## src/hdl/s20_pkg.sv

```systemverilog
// shared types, constants and helper functions for the salsa20 128-bit key cipher
// no dependencies; used by s20_core, salsa20_128_stream_cipher and s20_checker

package s20_pkg;

    localparam int unsigned CFG_INDEX_W = 3;
    localparam int unsigned CFG_DATA_W  = 64;

    localparam logic [CFG_INDEX_W-1:0] REG_KEY_LOW        = 3'd0;
    localparam logic [CFG_INDEX_W-1:0] REG_KEY_HIGH       = 3'd1;
    localparam logic [CFG_INDEX_W-1:0] REG_NONCE_VALUE    = 3'd2;
    localparam logic [CFG_INDEX_W-1:0] REG_DOUBLE_ROUNDS  = 3'd3;
    localparam logic [CFG_INDEX_W-1:0] REG_START_POSITION = 3'd4;

    localparam logic [3:0] DOUBLE_ROUNDS_RESET = 4'd10;

    localparam logic [31:0] TAU0 = 32'h61707865;
    localparam logic [31:0] TAU1 = 32'h3120646e;
    localparam logic [31:0] TAU2 = 32'h79622d36;
    localparam logic [31:0] TAU3 = 32'h6b206574;

    // word indexes a, b, c, d of the eight quarter rounds of one double round
    localparam logic [7:0][15:0] QTAB = {
        16'hFCDE, 16'hAB89, 16'h5674, 16'h0123,
        16'hF37B, 16'hAE26, 16'h59D1, 16'h048C
    };

    // rotate amounts of the four quarter round steps
    localparam logic [3:0][4:0] ROT = {5'd18, 5'd13, 5'd9, 5'd7};

    typedef struct packed {
        logic [63:0] key_low;
        logic [63:0] key_high;
        logic [63:0] nonce;
        logic [63:0] counter;
        logic [3:0]  rounds;
    } block_cfg_t;

    typedef logic [15:0][31:0] ks_block_t;

    function automatic logic [3:0] qidx(input logic [2:0] q, input logic [1:0] pos);
        logic [15:0] row;
        row = QTAB[q];
        return row[{~pos, 2'b00} +: 4];
    endfunction

    function automatic logic [31:0] init_word(input logic [3:0] idx, input block_cfg_t cfg);
        logic [31:0] w;
        unique case (idx)
            4'd0:    w = TAU0;
            4'd1:    w = cfg.key_low[31:0];
            4'd2:    w = cfg.key_low[63:32];
            4'd3:    w = cfg.key_high[31:0];
            4'd4:    w = cfg.key_high[63:32];
            4'd5:    w = TAU1;
            4'd6:    w = cfg.nonce[31:0];
            4'd7:    w = cfg.nonce[63:32];
            4'd8:    w = cfg.counter[31:0];
            4'd9:    w = cfg.counter[63:32];
            4'd10:   w = TAU2;
            4'd11:   w = cfg.key_low[31:0];
            4'd12:   w = cfg.key_low[63:32];
            4'd13:   w = cfg.key_high[31:0];
            4'd14:   w = cfg.key_high[63:32];
            default: w = TAU3;
        endcase
        return w;
    endfunction

endpackage

```

## src/hdl/s20_arx.sv

```systemverilog
// shared add-rotate-xor unit: x ^ rotl(y + z, rot)
// depends on nothing but its ports

module s20_arx
(
    input  logic [31:0] x,
    input  logic [31:0] y,
    input  logic [31:0] z,
    input  logic [4:0]  rot,
    output logic [31:0] result
);

    logic [31:0] sum;
    logic [5:0]  rinv;

    assign sum    = y + z;
    assign rinv   = 6'd32 - {1'b0, rot};
    assign result = x ^ ((sum << rot) | (sum >> rinv));

endmodule

```

## src/hdl/s20_core.sv

```systemverilog
// keystream block generator: sequencer around the shared add-rotate-xor unit
// depends on s20_pkg and s20_arx

module s20_core
(
    input  logic                clk,
    input  logic                rst_n,
    input  logic                start,
    input  s20_pkg::block_cfg_t cfg,
    output s20_pkg::ks_block_t  ks,
    output logic                done
);

    typedef enum logic [2:0] {
        ST_INIT,
        ST_LOAD0,
        ST_LOAD1,
        ST_LOAD2,
        ST_STEP,
        ST_FF_RD,
        ST_FF_WR,
        ST_DONE
    } state_t;

    state_t      state_reg;
    logic [3:0]  idx_reg;
    logic [2:0]  quarter_reg;
    logic [1:0]  step_reg;
    logic [3:0]  round_reg;

    logic [31:0] mem [16];
    logic [31:0] rdata0_reg;
    logic [31:0] rdata1_reg;
    logic [3:0]  raddr0;
    logic [3:0]  raddr1;
    logic        mem_we;
    logic [3:0]  mem_waddr;
    logic [31:0] mem_wdata;

    logic [31:0] qa_reg;
    logic [31:0] qb_reg;
    logic [31:0] qc_reg;
    logic [31:0] qd_reg;
    s20_pkg::ks_block_t ks_reg;

    logic [31:0] op_x;
    logic [31:0] op_y;
    logic [31:0] op_z;
    logic [31:0] arx_out;
    logic [1:0]  target;

    assign target = step_reg + 2'd1;
    assign done   = (state_reg == ST_DONE);
    assign ks     = ks_reg;

    always_comb
    begin
        unique case (step_reg)
            2'd0:
            begin
                op_x = qb_reg;
                op_y = qa_reg;
                op_z = qd_reg;
            end
            2'd1:
            begin
                op_x = qc_reg;
                op_y = qb_reg;
                op_z = qa_reg;
            end
            2'd2:
            begin
                op_x = qd_reg;
                op_y = qc_reg;
                op_z = qb_reg;
            end
            default:
            begin
                op_x = qa_reg;
                op_y = qd_reg;
                op_z = qc_reg;
            end
        endcase
    end

    s20_arx u_arx
    (
        .x      (op_x),
        .y      (op_y),
        .z      (op_z),
        .rot    (s20_pkg::ROT[step_reg]),
        .result (arx_out)
    );

    always_comb
    begin
        raddr0    = idx_reg;
        raddr1    = idx_reg;
        mem_we    = 1'b0;
        mem_waddr = idx_reg;
        mem_wdata = s20_pkg::init_word(idx_reg, cfg);
        unique case (state_reg)
            ST_INIT:
            begin
                mem_we = 1'b1;
            end
            ST_LOAD0:
            begin
                raddr0 = s20_pkg::qidx(quarter_reg, 2'd0);
                raddr1 = s20_pkg::qidx(quarter_reg, 2'd1);
            end
            ST_LOAD1:
            begin
                raddr0 = s20_pkg::qidx(quarter_reg, 2'd2);
                raddr1 = s20_pkg::qidx(quarter_reg, 2'd3);
            end
            ST_STEP:
            begin
                mem_we    = 1'b1;
                mem_waddr = s20_pkg::qidx(quarter_reg, target);
                mem_wdata = arx_out;
            end
            default:
            begin
            end
        endcase
    end

    // working words
    always_ff @(posedge clk)
    begin
        if (mem_we)
        begin
            mem[mem_waddr] <= mem_wdata;
        end
        rdata0_reg <= mem[raddr0];
        rdata1_reg <= mem[raddr1];
    end

    // quarter round operands and finished keystream
    always_ff @(posedge clk)
    begin
        unique case (state_reg)
            ST_LOAD1:
            begin
                qa_reg <= rdata0_reg;
                qb_reg <= rdata1_reg;
            end
            ST_LOAD2:
            begin
                qc_reg <= rdata0_reg;
                qd_reg <= rdata1_reg;
            end
            ST_STEP:
            begin
                unique case (target)
                    2'd0:    qa_reg <= arx_out;
                    2'd1:    qb_reg <= arx_out;
                    2'd2:    qc_reg <= arx_out;
                    default: qd_reg <= arx_out;
                endcase
            end
            ST_FF_WR:
            begin
                ks_reg[idx_reg] <= rdata0_reg + s20_pkg::init_word(idx_reg, cfg);
            end
            default:
            begin
            end
        endcase
    end

    always_ff @(posedge clk or negedge rst_n)
    begin
        if (!rst_n)
        begin
            state_reg   <= ST_INIT;
            idx_reg     <= 4'd0;
            quarter_reg <= 3'd0;
            step_reg    <= 2'd0;
            round_reg   <= 4'd0;
        end
        else if (start)
        begin
            state_reg <= ST_INIT;
            idx_reg   <= 4'd0;
        end
        else
        begin
            unique case (state_reg)
                ST_INIT:
                begin
                    idx_reg <= idx_reg + 4'd1;
                    if (idx_reg == 4'd15)
                    begin
                        quarter_reg <= 3'd0;
                        step_reg    <= 2'd0;
                        round_reg   <= 4'd0;
                        state_reg   <= (cfg.rounds == 4'd0) ? ST_FF_RD : ST_LOAD0;
                    end
                end
                ST_LOAD0:
                begin
                    state_reg <= ST_LOAD1;
                end
                ST_LOAD1:
                begin
                    state_reg <= ST_LOAD2;
                end
                ST_LOAD2:
                begin
                    state_reg <= ST_STEP;
                end
                ST_STEP:
                begin
                    step_reg <= step_reg + 2'd1;
                    if (step_reg == 2'd3)
                    begin
                        quarter_reg <= quarter_reg + 3'd1;
                        if (quarter_reg == 3'd7)
                        begin
                            if (round_reg + 4'd1 == cfg.rounds)
                            begin
                                state_reg <= ST_FF_RD;
                            end
                            else
                            begin
                                round_reg <= round_reg + 4'd1;
                                state_reg <= ST_LOAD0;
                            end
                        end
                        else
                        begin
                            state_reg <= ST_LOAD0;
                        end
                    end
                end
                ST_FF_RD:
                begin
                    state_reg <= ST_FF_WR;
                end
                ST_FF_WR:
                begin
                    idx_reg   <= idx_reg + 4'd1;
                    state_reg <= (idx_reg == 4'd15) ? ST_DONE : ST_FF_RD;
                end
                default:
                begin
                    state_reg <= ST_DONE;
                end
            endcase
        end
    end

endmodule

```

## src/hdl/salsa20_128_stream_cipher.sv

```systemverilog
// salsa20 stream cipher, 128-bit key: configuration, byte position and result word
// depends on s20_pkg and s20_core
//
//   channel   signals                                   direction
//   data      data_valid data_stall data_byte last_in_burst   in
//   result    result_valid result_stall result_byte
//             next_position burst_end                          out
//   config    cfg_write cfg_index cfg_data                     in
//
// one word per cycle while a keystream block is ready and no held result word is stalled
// the 64th byte of a block and every write to index 0 to 4 start a new block, built
// word by word through the one add-rotate-xor unit and the single write port of the
// working-word memory
// after reset the block for position zero is built first, data_stall high meanwhile
// a held result word stalls the data side only when a new word would overwrite it

module salsa20_128_stream_cipher
(
    input  logic                               clk,
    input  logic                               rst_n,
    input  logic                               data_valid,
    output logic                               data_stall,
    input  logic [7:0]                         data_byte,
    input  logic                               last_in_burst,
    output logic                               result_valid,
    input  logic                               result_stall,
    output logic [7:0]                         result_byte,
    output logic [63:0]                        next_position,
    output logic                               burst_end,
    input  logic                               cfg_write,
    input  logic [s20_pkg::CFG_INDEX_W-1:0]    cfg_index,
    input  logic [s20_pkg::CFG_DATA_W-1:0]     cfg_data
);

    logic [63:0] key_low_reg;
    logic [63:0] key_high_reg;
    logic [63:0] nonce_reg;
    logic [3:0]  rounds_reg;
    logic [63:0] start_position_reg;
    logic [63:0] block_counter_reg;
    logic [5:0]  byte_offset_reg;
    logic        result_valid_reg;
    logic [7:0]  result_byte_reg;
    logic [63:0] next_position_reg;
    logic        burst_end_reg;

    s20_pkg::block_cfg_t core_cfg;
    s20_pkg::ks_block_t  ks;
    logic        core_done;
    logic        core_start;
    logic        accept;
    logic        cfg_valid;
    logic        wrap;
    logic [63:0] sp;
    logic [31:0] ks_word;
    logic [7:0]  ks_byte;
    logic [5:0]  offset_next;
    logic [63:0] counter_next;

    assign core_cfg.key_low  = key_low_reg;
    assign core_cfg.key_high = key_high_reg;
    assign core_cfg.nonce    = nonce_reg;
    assign core_cfg.counter  = block_counter_reg;
    assign core_cfg.rounds   = rounds_reg;

    assign data_stall = !(core_done && (!result_valid_reg || !result_stall));
    assign accept     = data_valid && !data_stall;
    assign cfg_valid  = cfg_write && (cfg_index <= s20_pkg::REG_START_POSITION);
    assign wrap       = (byte_offset_reg == 6'h3f);
    assign core_start = cfg_valid || (accept && wrap);
    assign sp         = (cfg_index == s20_pkg::REG_START_POSITION) ? cfg_data
                                                                  : start_position_reg;

    assign ks_word      = ks[byte_offset_reg[5:2]];
    assign ks_byte      = ks_word[{byte_offset_reg[1:0], 3'b000} +: 8];
    assign offset_next  = byte_offset_reg + 6'd1;
    assign counter_next = wrap ? block_counter_reg + 64'd1 : block_counter_reg;

    assign result_valid  = result_valid_reg;
    assign result_byte   = result_byte_reg;
    assign next_position = next_position_reg;
    assign burst_end     = burst_end_reg;

    s20_core u_core
    (
        .clk   (clk),
        .rst_n (rst_n),
        .start (core_start),
        .cfg   (core_cfg),
        .ks    (ks),
        .done  (core_done)
    );

    always_ff @(posedge clk or negedge rst_n)
    begin
        if (!rst_n)
        begin
            key_low_reg        <= 64'd0;
            key_high_reg       <= 64'd0;
            nonce_reg          <= 64'd0;
            rounds_reg         <= s20_pkg::DOUBLE_ROUNDS_RESET;
            start_position_reg <= 64'd0;
            block_counter_reg  <= 64'd0;
            byte_offset_reg    <= 6'd0;
            result_valid_reg   <= 1'b0;
        end
        else
        begin
            if (accept)
            begin
                result_valid_reg <= 1'b1;
            end
            else if (!result_stall)
            begin
                result_valid_reg <= 1'b0;
            end

            if (cfg_valid)
            begin
                unique case (cfg_index)
                    s20_pkg::REG_KEY_LOW:       key_low_reg        <= cfg_data;
                    s20_pkg::REG_KEY_HIGH:      key_high_reg       <= cfg_data;
                    s20_pkg::REG_NONCE_VALUE:   nonce_reg          <= cfg_data;
                    s20_pkg::REG_DOUBLE_ROUNDS: rounds_reg         <= cfg_data[3:0];
                    default:                    start_position_reg <= cfg_data;
                endcase
                block_counter_reg <= {6'd0, sp[63:6]};
                byte_offset_reg   <= sp[5:0];
            end
            else if (accept)
            begin
                byte_offset_reg   <= offset_next;
                block_counter_reg <= counter_next;
            end
        end
    end

    always_ff @(posedge clk)
    begin
        if (accept)
        begin
            result_byte_reg   <= data_byte ^ ks_byte;
            next_position_reg <= {counter_next[57:0], offset_next};
            burst_end_reg     <= last_in_burst;
        end
    end

endmodule

```

## config.mk

```make
export PLATFORM = sky130hd
export DESIGN_NAME = salsa20_128_stream_cipher
export DESIGN_NICKNAME = d
export VERILOG_FILES = /design/src/hdl/s20_pkg.sv /design/src/hdl/s20_arx.sv /design/src/hdl/s20_core.sv /design/src/hdl/salsa20_128_stream_cipher.sv
export SDC_FILE = /design/constraint.sdc
export NUM_CORES = 2
export LEC_CHECK = 0
export ABC_AREA = 1
export BUFFER_PORTS_ARGS = -buffer_cell sky130_fd_sc_hd__buf_2
export CAP_MARGIN = 0
export CORE_MARGIN = 2
export CORE_UTILIZATION = 50
export DETAILED_ROUTE_END_ITERATION = 8
export PLACE_DENSITY = 0.72
export SETUP_SLACK_MARGIN = 0.2
export SLEW_MARGIN = 20
export SYNTH_ARGS = -nofsm -noshare
export SYNTH_HDL_FRONTEND = slang
export SYNTH_HIERARCHICAL = 1
export SYNTH_SLANG_ARGS = --single-unit
```

## constraint.sdc

```tcl
create_clock -name clk -period 5.3 [get_ports clk]
set_input_delay 0.265 -clock clk [delete_from_list [all_inputs] [get_ports clk]]
set_output_delay 0.265 -clock clk [all_outputs]
set_load 0.05 [all_outputs]
```

* After elaboration in Yosys (flattened, before gate mapping)
Memory sizes are Yosys's and may differ from the RTL's. A register that Yosys moved wholly into a read port is not among the register bits.
Cells that the tools add are included.
** Storage, ports and cells
- Flip-flop bits (word level) :: 1060
- Bits in writable memories :: 512
- Memory bits (read-only) :: 128
- Input bits :: 81
- Output and inout bits :: 75
- Logic and storage cells :: 209
- Memories kept :: 2
** Cells by class
- Add/sub/neg operators :: 9
- $lt $le $gt $ge :: 6
- Equality and inequality tests :: 45
- Shift operators :: 4
- Mux-type cells :: 56
- Bitwise gates (word level) :: 6
- Reduce and logical (&&, ||, !) cells :: 44
** Memory list
- u_core.mem :: depth 16, width 32, rd ports 2, clocked after Yosys merged registers in 2, wr ports 1, RTL line s20_core.sv:31 : logic [31:0] mem [16];
- (name not given) :: depth 8, width 16, rd ports 1, clocked after Yosys merged registers in 0, wr ports 0, RTL line s20_pkg.sv:43 : row = QTAB[q];
** Operators with widths (count)
- $bwmux W512 :: 1
- $pmux W32 S11 :: 1
- $pmux W32 S3 :: 3
- $mux W32 :: 8
- $mux W64 :: 4
- $pmux W32 S2 :: 4
- $bmux W32 S4 :: 1
- $demux W32 S4 :: 1
- $add A32 B32 Y32 :: 2
- $add A64 B1 Y64 const B :: 1
- $eq A4 B4 Y1 const B :: 8
- $or A32 B32 Y32 :: 1
- $shiftx A32 B6 Y8 :: 1
- $shl A32 B5 Y32 :: 1
- $shr A32 B6 Y32 :: 1
- $xor A32 B32 Y32 :: 1
- $mux W4 :: 7
- $mux W3 :: 8
- $pmux W4 S2 :: 3
- $reduce_and A2 Y1 :: 11
- $pmux W3 S7 :: 1
- $eq A3 B3 Y1 const B :: 6
- $eq A4 B3 Y1 const B :: 4
- $mux W16 :: 1
- other kinds (45) :: 90

* Logic depth before layout (Yosys ltp)
- Depth in word-level cells :: 8
- Mapped depth :: 34
- Depth with buffers taken out :: 32

* Hierarchy
Netlist, hierarchy kept.
** By module, submodules not included
- s20_core :: times used 1, cells an instance 5814, area an instance 56750.7 µm², sequential area each 36274.8 µm²
- salsa20_128_stream_cipher :: times used 1, cells an instance 3291, area an instance 23083.4 µm², sequential area each 10477.5 µm²
- s20_arx :: times used 1, cells an instance 1374, area an instance 6419.9 µm², sequential area each 0.0 µm²

* Worst setup path after synthesis
No wires, ideal clock.
- Kind :: register -> register
- Start :: register u_core.step_reg[0]
- End :: memory u_core.mem[0][3], data pin
- Library setup time :: 320 ps
- Arrival time :: 4106 ps
- Required time :: 4980 ps
- Path slack :: 874 ps
- Cell stages (with the launch flop) :: 31
- Buffers on the path :: 3
- Clock period less this slack :: 4426 ps
- Cells stage by stage :: dfrtp_1 -> inv_1 -> ha_1 -> clkbuf_1 -> clkbuf_1 -> buf_1 -> nand2_1 -> a32oi_1 -> ha_1 -> inv_1 -> fa_1 -> inv_1 -> nand3_1 -> nand2_2 -> nand2_2 -> nand2_2 -> nand2_2 -> nand2_2 -> nand2_1 -> nand3_1 -> nand3_1 -> nand3_1 -> nand3_2 -> nand3_1 -> nand3_1 -> nand2_1 -> nand2_1 -> nand2_1 -> nand2_1 -> nand2_1 -> nand2_1
** On the way
- Word-level cells in the longest chain between the ends :: 7
- Elaborated cells between the ends (all ways) :: 15
- Those cells by class :: add/sub: 2; eq/ne: 2; shift: 2; mux: 6; bitwise: 2; reduce/logical: 1
** Ends and longest elaborated chain
- from (decl) :: RTL line s20_core.sv:28 : logic [1:0] step_reg;
- from (signal assigned) :: RTL line s20_core.sv:216 : step_reg <= step_reg + 2'd1;
- $eq A2 B2 Y1, or another cell as far along :: RTL line s20_core.sv:58 : unique case (step_reg)
- $pmux W32 S3 * :: RTL line s20_core.sv:58
- net u_core.op_z[0] :: RTL line s20_core.sv:48 : logic [31:0] op_z;
- $add A32 B32 Y32 * :: RTL line s20_arx.sv:16 : assign sum = y + z;
- $shr A32 B6 Y32 / $shl A32 B5 Y32 (equally long branches) :: RTL line s20_arx.sv:18 : assign result = x ^ ((sum << rot) | (sum >> rinv));
- $or A32 B32 Y32 * :: RTL line s20_arx.sv:18
- $xor A32 B32 Y32 * :: RTL line s20_arx.sv:18
- net u_core.arx_out[3] :: RTL line s20_core.sv:49 : logic [31:0] arx_out;
- $mux W32 * :: RTL line s20_core.sv:102 : unique case (state_reg)
- net u_core.mem_wdata[3] :: RTL line s20_core.sv:38 : logic [31:0] mem_wdata;
- to (decl) :: RTL line s20_core.sv:31
The timed path passes the listed nets; every way through them passes the cells marked *. The select of a mux whose other input is x is not followed.

* Worst setup path in the final report
- Start :: register u_core.step_reg[0]
- End :: memory u_core.mem[15][10], data pin
** On the way
- Word-level cells in the longest chain between the ends :: 7
- Elaborated cells between the ends (all ways) :: 15
- Those cells by class :: add/sub: 2; eq/ne: 2; shift: 2; mux: 6; bitwise: 2; reduce/logical: 1
** Ends and longest elaborated chain
- $eq A2 B2 Y1, or another cell as far along :: RTL line s20_core.sv:58
- $pmux W32 S3 * :: RTL line s20_core.sv:58
- net u_core.op_y[9] :: RTL line s20_core.sv:47 : logic [31:0] op_y;
- $add A32 B32 Y32 * :: RTL line s20_arx.sv:16
- $shr A32 B6 Y32 / $shl A32 B5 Y32 (equally long branches) :: RTL line s20_arx.sv:18
- $or A32 B32 Y32 * :: RTL line s20_arx.sv:18
- $xor A32 B32 Y32 * :: RTL line s20_arx.sv:18
- net u_core.arx_out[10] :: RTL line s20_core.sv:49
- $mux W32 * :: RTL line s20_core.sv:102
- net u_core.mem_wdata[10] :: RTL line s20_core.sv:38
Marks and branches as above.

==> results.yml <==
outcome:
  outcome: "finished with violations"
  violations: "design-rule violations"
synthesis:
  synth_top_family_by_area: "simple AND/OR/NAND/NOR gates"
  syn_area_per_cell_um2: 8.231
  syn_nets: 10640
  synth-simple-area-share_pct: 31.08
  yosys_warnings: 6
  synthCells: 10480
  async_reset_ff_share_pct: 21.21
  synth-compound-area-share_pct: 5.998
  synth.distinct_cells: 58
  synthMuxAreaShare_pct: 0
  synth-main-ff-cell: "edfxtp_1"
  synth_fa_ha_area_share_pct: 1.221
  syn-cell-area_um2: 86250
  synth_edf_count: 1225
  ys_seq_area_share_pct: 54.20
  synth_xor_area_share_pct: 0.7906
  ys_ff_latch: 1636
worst_setup_path:
  cp_slowest_cell: "ha_2"
  cpPeakStageDelay_ns: 0.46
  r2r_cells: 26
  crit_buf_inv: 6
  worst-path-max-fanout: 16
  path_class: "reg -> reg"
  cp_data_required_time_ns: 5.88
  setup.worst_path.start_class: "flop"
  timing.rr.start: "u_core/step_reg[0]"
  rrSetupSlack_ns: 0.31
  cp.arrival_ns: 5.57
  rr_endpoint: "u_core/mem[15][10]"
  worst_setup_path_end_kind: "flop"
  crit_family: "simple AND/OR/NAND/NOR gates"
timing:
  tightest_slew_ns: 1.176
  slew_headroom_pct: 21.57
  drv_slew: 0
  finalCriticalPeriod_ns: 4.987
  fin_setup_tns_ns: 0
  final-setup-viol-count: 0
  rsz0062_at_grt: "true"
  hold_viol_final: 0
  period_share_pct: 94.10
  worst_clock_skew_ns: 0.04205
  max_freq_mhz: 200.5
final_layout:
  synthToLayoutAreaGrowth_pct: 13.17
  nNetsFinal: 10770
  nFillCells: 15130
  final_common_cell: "nand2_1"
  mostFrequentLayoutCells: "4101 x nand2_1, 1530 x nand3_1, 1225 x edfxtp_1"
  final_area_um2: 97610
  n_antenna_cell: 0
  layout-drive-gt1-share_pct: 8.905
  fin_util_pct: 56.90
floorplanning:
  die_h_um: 419.3
  rows: 152
  coreArea_um2: 171500
  start_util_pct: 50.28
  die_x_um: 419.3
  die-area_um2: 175800
  io_pins: 156
job:
  drv_cap: 0
placement:
  dp_hpwl_um: 203600
  portBuffers: 155
  postPlaceCellArea_um2: 90640
  gp_congestion: 1.007
routing:
  viasPerCell: 5.960
  vias: 77820
  wl_per_cell_um: 23.99
  drt_iter0_markers: 11150
  drtPass1Iterations: 8
  drtAntennaViolNets: 0
  wl_um: 313200
  drcViolationCount: 1
clock_network:
  htreeDepth: 4
  cts_root_buf: "clkbuf_16"
  cts_sinks: 1636
  cts_buffer_depth: 3
  clock_latency_ns: 0.86
  path_clk_slew_ns: 0.06
  cts_tree: "done"
  numCtsBuffers: 173
hold_path:
  hold_path.class: "in -> async"
global_routing:
  grt_pass1_wl_um: 460500
  track_usage_pct: 34.98
  grt_pass1_vias: 72350
  gr-total-overflow: 0
  antenna_found_initial: 8
  grt_max_degree: 167
## final cells by class
type	count	area, um2	area share [%]
clock inverters	91	1033	1.059
well taps	2310	2890	2.961
multi-input cells	7418	34430	35.27
inverters	843	3187	3.265
repair buffers	532	4507	4.617
flip-flops and latches	1636	46760	47.90
clock buffers	227	4805	4.922
## worst max-delay path by stage
stage | start | to | cells past startpoint
6_report | u_core/step_reg[0] | u_core/mem[15][10] | 26
5_1_grt | u_core/step_reg[0] | u_core/mem[3][30] | 33
4_1_cts | u_core/step_reg[0] | u_core/mem[13][0] | 25
3_5_place_dp | u_core/step_reg[1] | u_core/mem[12][3] | 27
3_3_place_gp | u_core/step_reg[1] | u_core/mem[12][3] | 27
2_1_floorplan | u_core/step_reg[0] | u_core/mem[0][3] | 30
## metal layers
metal	part of all wire (%)	GRT usage (%)	routed length, um
met1	38	47.47	120100
met3	12	7.831	37370
met2	44	52.98	138200
met5	0.029	0	92
met4	5.6	17.31	17550
## cells by family after synthesis
| group | Yosys count |
|---|---|
| and+or+nand+nor | 6346 |
| buffers and inverters | 1425 |
| DFF | 1636 |
| xor gates and xnor gates | 77 |
| adders and majority gates | 83 |
| AOI/OAI and AO/OA | 912 |
## metrics by stage
step / hold WS (ns) / setup WS (ns) / std cells
2_1_floorplan: -0.03059 / 0.8738 / 10480
3_3_place_gp: 0.3214 / 0.1262 / 12660
3_5_place_dp: 0.3244 / 0.1488 / 12660
4_1_cts: 0.01151 / 0.2023 / 13050
5_1_grt: 0.05108 / 0.08479 / 13060
6_report: 0.01047 / 0.3128 / 13060
## synthesized netlist by cell type (24+ instances only)
cell type	number	share of area, %
a21oi_1	224	1.3
a221oi_1	33	0.34
a32oi_1	32	0.32
buf_1	26	0.11
buf_2	251	1.5
buf_4	26	0.23
clkbuf_1	276	1.2
dfrtp_1	345	10
dfxtp_1	64	1.5
edfxtp_1	1225	43
ha_1	81	1.2
inv_1	820	3.6
nand2_1	4123	18
nand2_2	28	0.20
nand3_1	1545	9.0
nand3b_1	96	0.84
nand4_1	82	0.59
nor2_1	368	1.6
nor3_1	29	0.17
o211ai_1	24	0.21
o21ai_0	444	2.6
o22ai_1	58	0.42
xor2_1	60	0.61
## what timing repair did
action | CTS | global route
endpoints found under the hold margin | 410 | 0
hold buffers | 79 | 0
setup endpoints to repair | 101 | 809
resized for setup | 4 | 68
pin swaps | 0 | 2
buffers inserted | 0 | 3
cloned | 0 | 1
Power is left out: the tool's default activity adds up to more than one toggle a clock period on the data nets, which glitch-free logic cannot reach.
